### config.mk
export PLATFORM = sky130hd
export DESIGN_NAME = ptmt_front
export DESIGN_NICKNAME = d
export VERILOG_FILES = /design/src/rtl/page_table_map_and_translate_assert.svh /design/src/rtl/ptmt_pkg.sv /design/src/rtl/ptmt_front.sv
export SDC_FILE = /design/constraint.sdc
export NUM_CORES = 1
export LEC_CHECK = 0
export BUFFER_PORTS_ARGS = -buffer_cell sky130_fd_sc_hd__buf_4
export CAP_MARGIN = 10
export CORE_MARGIN = 1.5
export CORE_UTILIZATION = 45
export DETAILED_ROUTE_END_ITERATION = 8
export PLACE_DENSITY_LB_ADDON = 0.08
export RECOVER_POWER = 50
export SETUP_SLACK_MARGIN = 0.1
export SYNTH_ARGS = -nofsm -noshare
export SYNTH_HDL_FRONTEND = slang
export SYNTH_SLANG_ARGS = --single-unit
### constraint.sdc
create_clock -name clk -period 4.65 [get_ports clk]
set_input_delay 1.1625 -clock clk [delete_from_list [all_inputs] [get_ports clk]]
set_output_delay 1.1625 -clock clk [all_outputs]
set_load 0.005 [all_outputs]
### src/rtl/page_table_map_and_translate_assert.svh
// Assertion macros shared by the page table engine.
`ifndef PAGE_TABLE_MAP_AND_TRANSLATE_ASSERT_SVH
`define PAGE_TABLE_MAP_AND_TRANSLATE_ASSERT_SVH
`ifndef ASSERT_OFF
`define PTMT_ASSERT(lbl, clk, rst_n, prop, msg) \
  lbl: assert property (@(posedge clk) disable iff (!rst_n) prop) else $error(msg);
`define PTMT_ASSERT_ALWAYS(lbl, clk, prop, msg) \
  lbl: assert property (@(posedge clk) prop) else $error(msg);
`else
`define PTMT_ASSERT(lbl, clk, rst_n, prop, msg)
`define PTMT_ASSERT_ALWAYS(lbl, clk, prop, msg)
`endif
`endif

### src/rtl/ptmt_pkg.sv
`timescale 1ns / 1ps
package ptmt_pkg;
  localparam int TABLE_SLOTS       = 16;
  localparam int ENTRIES_PER_TABLE = 1024;
  localparam int DIR_ENTRIES       = 1024;
  localparam int IDX_W             = 10;
  localparam int OFS_W             = 12;
  localparam int SLOT_W            = (TABLE_SLOTS > 1) ? $clog2(TABLE_SLOTS) : 1;
  localparam int USED_W            = $clog2(TABLE_SLOTS + 1);
  localparam int DIR_W             = SLOT_W + 1;
  localparam int TABLE_DEPTH       = TABLE_SLOTS * ENTRIES_PER_TABLE;
  localparam int TADDR_W           = $clog2(TABLE_DEPTH);

  localparam logic OP_MAP   = 1'b0;
  localparam logic OP_XLATE = 1'b1;

  localparam logic [1:0] STATUS_MAPPED  = 2'd0;
  localparam logic [1:0] STATUS_FAILED  = 2'd1;
  localparam logic [1:0] STATUS_XLATED  = 2'd2;
  localparam logic [1:0] STATUS_NOTMAP  = 2'd3;

  typedef struct packed {
    logic        opcode;
    logic [31:0] virt_addr;
    logic [31:0] phys_addr;
    logic [11:0] page_flags;
    logic [19:0] table_frame;
    logic        table_frame_ok;
  } in_item_t;

  typedef struct packed {
    logic [1:0]  status;
    logic [31:0] phys_out;
  } out_item_t;

  typedef struct packed {
    logic             is_map;
    logic [IDX_W-1:0] di;
    logic [IDX_W-1:0] ti;
    logic [31:0]      entry;
    logic [OFS_W-1:0] offset;
    logic             frame_ok;
  } cmd_t;
endpackage

### src/rtl/ptmt_front.sv
`timescale 1ns / 1ps
module ptmt_front import ptmt_pkg::*; (
  input  logic     clk,
  input  logic     rst_n,
  input  logic     push,
  input  in_item_t item,
  output logic     full,
  output logic     cmd_valid,
  output cmd_t     cmd,
  input  logic     cmd_pop
);
  cmd_t       q_r [2];
  logic       wp_r, wp_nxt, rp_r, rp_nxt;
  logic [1:0] cnt_r, cnt_nxt;
  cmd_t       cls;

  always_comb begin
    cls.is_map   = (item.opcode == OP_MAP);
    cls.di       = item.virt_addr[31:22];
    cls.ti       = item.virt_addr[21:12];
    cls.entry    = {item.phys_addr[31:12], item.page_flags};
    cls.offset   = item.virt_addr[11:0];
    cls.frame_ok = item.table_frame_ok;
  end

  assign full      = (cnt_r == 2'd2);
  assign cmd_valid = (cnt_r != 2'd0);
  assign cmd       = q_r[rp_r];

  always_comb begin
    wp_nxt  = wp_r;
    rp_nxt  = rp_r;
    cnt_nxt = cnt_r;
    if (push && !full) begin
      wp_nxt = ~wp_r;
    end
    if (cmd_pop && cmd_valid) begin
      rp_nxt = ~rp_r;
    end
    cnt_nxt = cnt_r + {1'b0, (push && !full)} - {1'b0, (cmd_pop && cmd_valid)};
  end

  always_ff @(posedge clk) begin
    if (push && !full) begin
      q_r[wp_r] <= cls;
    end
    if (!rst_n) begin
      wp_r  <= 1'b0;
      rp_r  <= 1'b0;
      cnt_r <= 2'd0;
    end else begin
      wp_r  <= wp_nxt;
      rp_r  <= rp_nxt;
      cnt_r <= cnt_nxt;
    end
  end
endmodule

Word level (Yosys, flattened, before mapping)
Memory sizes are Yosys's and may differ from the RTL's. A register that Yosys moved wholly into a read port is not among the register bits.
Cells that the tools add are included.
{ "word_totals": {"inputBits": 102, "register_bits": 4, "wordCells": 18, "out_inout_bits": 68, "ram_bits": 132, "mem_count": 1} }
{ "mem_list": {"columns": ["name", "depth", "width", "read_ports", "rd_ports_with_merged_regs", "wr", "line_no", "source"], "rows": [
  ["q_r", 2, 66, 1, 1, 1, "ptmt_front.sv:12", "cmd_t q_r [2];"]
]} }
{ "op_classes": {"n_bitwise": 3, "n_eq_ne": 1, "n_mux": 4, "reduce_logical": 4, "n_addsub": 2} }
{ "ops": {"columns": ["cell", "count"], "rows": [
  ["1-bit 2-to-1 mux", 4],
  ["1-bit NOT", 3],
  ["2-bit by 1-bit adder with 2-bit output", 1],
  ["2-bit == test, second input constant", 1],
  ["1-bit logical AND", 2],
  ["2-bit nonzero test", 1],
  ["2-bit by 1-bit subtractor with 2-bit output", 1],
  ["1-bit zero test", 1]
]} }

Depth between registers and ports, before layout
{ "logic_depth": {"ltp_word": 5, "depth_mapped": 8, "depth_no_buf": 8} }

Worst setup path before layout
No wires, ideal clock.
{ "synth_path": {"path_kind": "input to register", "start": "input port push", "end": "memory q_r[0][0] (netlist bit), enable pin", "setup_time_ns": 0.490, "required_ns": 4.160, "setup_slack_ns": 0.144, "n_path_buf": 0, "cell_stages": 2, "t_arrival_ns": 4.015, "cell_sequence": "nand2_1 > nor2_1"} }
{ "synth_between": {"elab_chain_cells": 3} }
{ "synth_rtl": {"columns": ["item", "line_no", "source"], "rows": [
  ["start, declared", "ptmt_front.sv:5", "input logic push,"],
  ["1-bit logical AND", "ptmt_front.sv:44", "if (push && !full) begin"],
  ["1-bit 2-to-1 mux", "ptmt_front.sv:44", null],
  ["1-bit 2-to-1 mux (not written as such)", "ptmt_front.sv:45", "q_r[wp_r] <= cls;"],
  ["end, declared", "ptmt_front.sv:12", null]
]} }
Every way passes these cells.

==> summary.txt <==
status: finished, violations left
failing checks: max-capacitance violations, max-slew violations
First-pass DRT Iterations: 4
Worst Path Max Fanout: 66
vias in the first global route: 2738
VDD IR max: 0.000285 V
commonest non-fill, non-tap cell in the layout: edfxtp_1
Critical Path RT: 3490 ps
Post-DP Area: 6330 um2
LEAKAGE: 2.65 nW
die width: 110 um
share of cells above drive strength 1: 56.6%
Buffers on Ports: 137
met2 Use GR: 25.3%
number of fill cells: 866
core box area: 11000 um2
I/O pin cnt: 170
die area: 12100 um2
fin nets: 487
CP endpoint kind: primary output
Max Root-Sink Buffers: 2
max-slew violation count: 33
die height: 110 um
busiest grt layer: met2
startpoint types: flip-flop
final wirelength: 8650 um
Vias/cell: 4.82
CTS resizes: 0
hpwl dp: 5320 um
clk root buf: clkbuf_16
Worst-Margin Slew: 1960 ps
gr usage total: 14.8%
Rel. slew slack: -30.6%
CP arrival: 2100 ps
CTS tree: done
Mapped Area: 5160 um2
total power draw: 3.85 mW
Worst-Skew Late Latency: 410 ps
Ant. Diodes: 0
met1 usage: 15.2%
period utilization: 70.1%
# clock sinks: 137
Starting Density: 46.8%
Avg Cell Area, Syn: 22.2 um2
initial antenna violation count: 0
crit path kind: flip-flop to primary output
Design Area, Final: 6880 um2
GRT overflow: 0
first-pass GRT wire length: 12800 um
PwrDens: 559 nW/um2
violation count after the first detailed-route iteration: 73
cell count after synthesis: 232
total CTS buffers: 17
Cell Rows: 38
Fmax achieved: 307 MHz
largest net degree at the start of global routing: 67
Fin. Hold Viols: 0
total number of vias: 2584
R2R setup slack: 1990 ps
clk_skew: 5.60 ps
max-cap violations: 1
wire per inst: 16.1 um
Clk pin slew, worst setup/hold paths: 50 ps
most frequent cells in the layout: edfxtp_1, buf_4, clkbuf_4
Final setup viols: 0
post-route setup slack: 1390 ps
Synth Register Bits: 137
syn_nets: 336
GP Congestion: 0.695
post-cts hold buffer count: 0
drt drc: 0
Area growth, synth to finish: 33.3%
Routed Antenna Nets: 0
post-place setup slack: 1770 ps
setup bufs post-CTS: 0
synth warn: 0
RSZ-0062 raised after global routing: no
Hold Crit Class: flip-flop to flip-flop
H-tree lvl count: 4
grt met3 use: 7.70%
fin crit period: 3260 ps
setup_tns: 0 ps
WHS: 484 ps
Unique masters post-synth: 18
register area share after synthesis: 78.7%
==> kinds of logic (layout without fill, tap and decap cells) <==
family | Yosys count | after routing | synth area share (%)
multiplexers | 67 | 67 | 17.5
buffers and inverters | 11 | 175 | 1.58
flip-flops | 137 | 137 | 78.7
AO/OA/AOI/OAI | 1 | 1 | 0.146
AND/OR/NAND/NOR | 11 | 11 | 1.04
adder cells (fa/ha/maj) | 2 | 2 | 0.485
XOR/XNOR | 3 | 3 | 0.509
==> critical path: stages (launching register included) <==
cell and delay (ps):
dfxtp_4 1100, mux2_2 440, buf_4 140
==> metrics by stage <==
step	util, %	instances
2_1_floorplan	-	232
3_3_place_gp	57.4	504
3_5_place_dp	57.4	504
4_1_cts	62.9	536
5_1_grt	62.4	536
6_report	62.4	536
==> cells in the mapped netlist (all sizes together) <==
cell type,count,area (um2)
and2,1,6.26
mux2,66,893
or2,1,6.26
nand2b,2,12.5
nor2,4,15.0
o21a,1,7.51
nand2,2,7.51
and3,1,6.26
ha,2,25.0
xnor2,2,17.5
buf,7,66.3
edfxtp,132,3960
inv,4,15.0
dfxtp,5,100
mux2i,1,10.0
xor2,1,8.76
==> layout make-up <==
class                           count  area (um2)  area share, %
Clock buffer                       17         425           6.18
Timing Repair Buffer              139         995           14.5
Clock inverter                     15         183           2.65
Tap cell                          140         175           2.55
Sequential cell                   137        4070           59.1
Inverter                            4        15.0          0.218
Multi-Input combinational cell     84        1020           14.8
==> worst paths after layout <==
| kind | from | cells past startpoint | endpoint |
|---|---|---|---|
| max | flip-flop | 2 | cmd[16] |
| min | wp_r | 2 | wp_r |
| max reg2reg | cnt_r[0] | 4 | q_r[0][31] |
| min reg2reg | wp_r | 2 | wp_r |
==> state kept, by name (all words and copies together) (netlist names), named ones only <==
register / cells
cnt_r: 2
q_r: 132
rp_r: 1
wp_r: 1
==> power by group <==
part           total [mW]  switching [mW]  internal (mW)
sequential           1.69           0.133           1.56
clock                1.36           0.474          0.886
combinational       0.796           0.277          0.519
total                3.85           0.884           2.96
==> routing by layer <==
layer	part of all wire, %	vias to the layer above	routed length, um
li1	-	1221	-
met1	38	1250	3280
met2	51	104	4400
met3	10	9	868
met4	1.2	0	100
met5	0	-	0
Note: power is estimated with default switching activity, not from simulation.
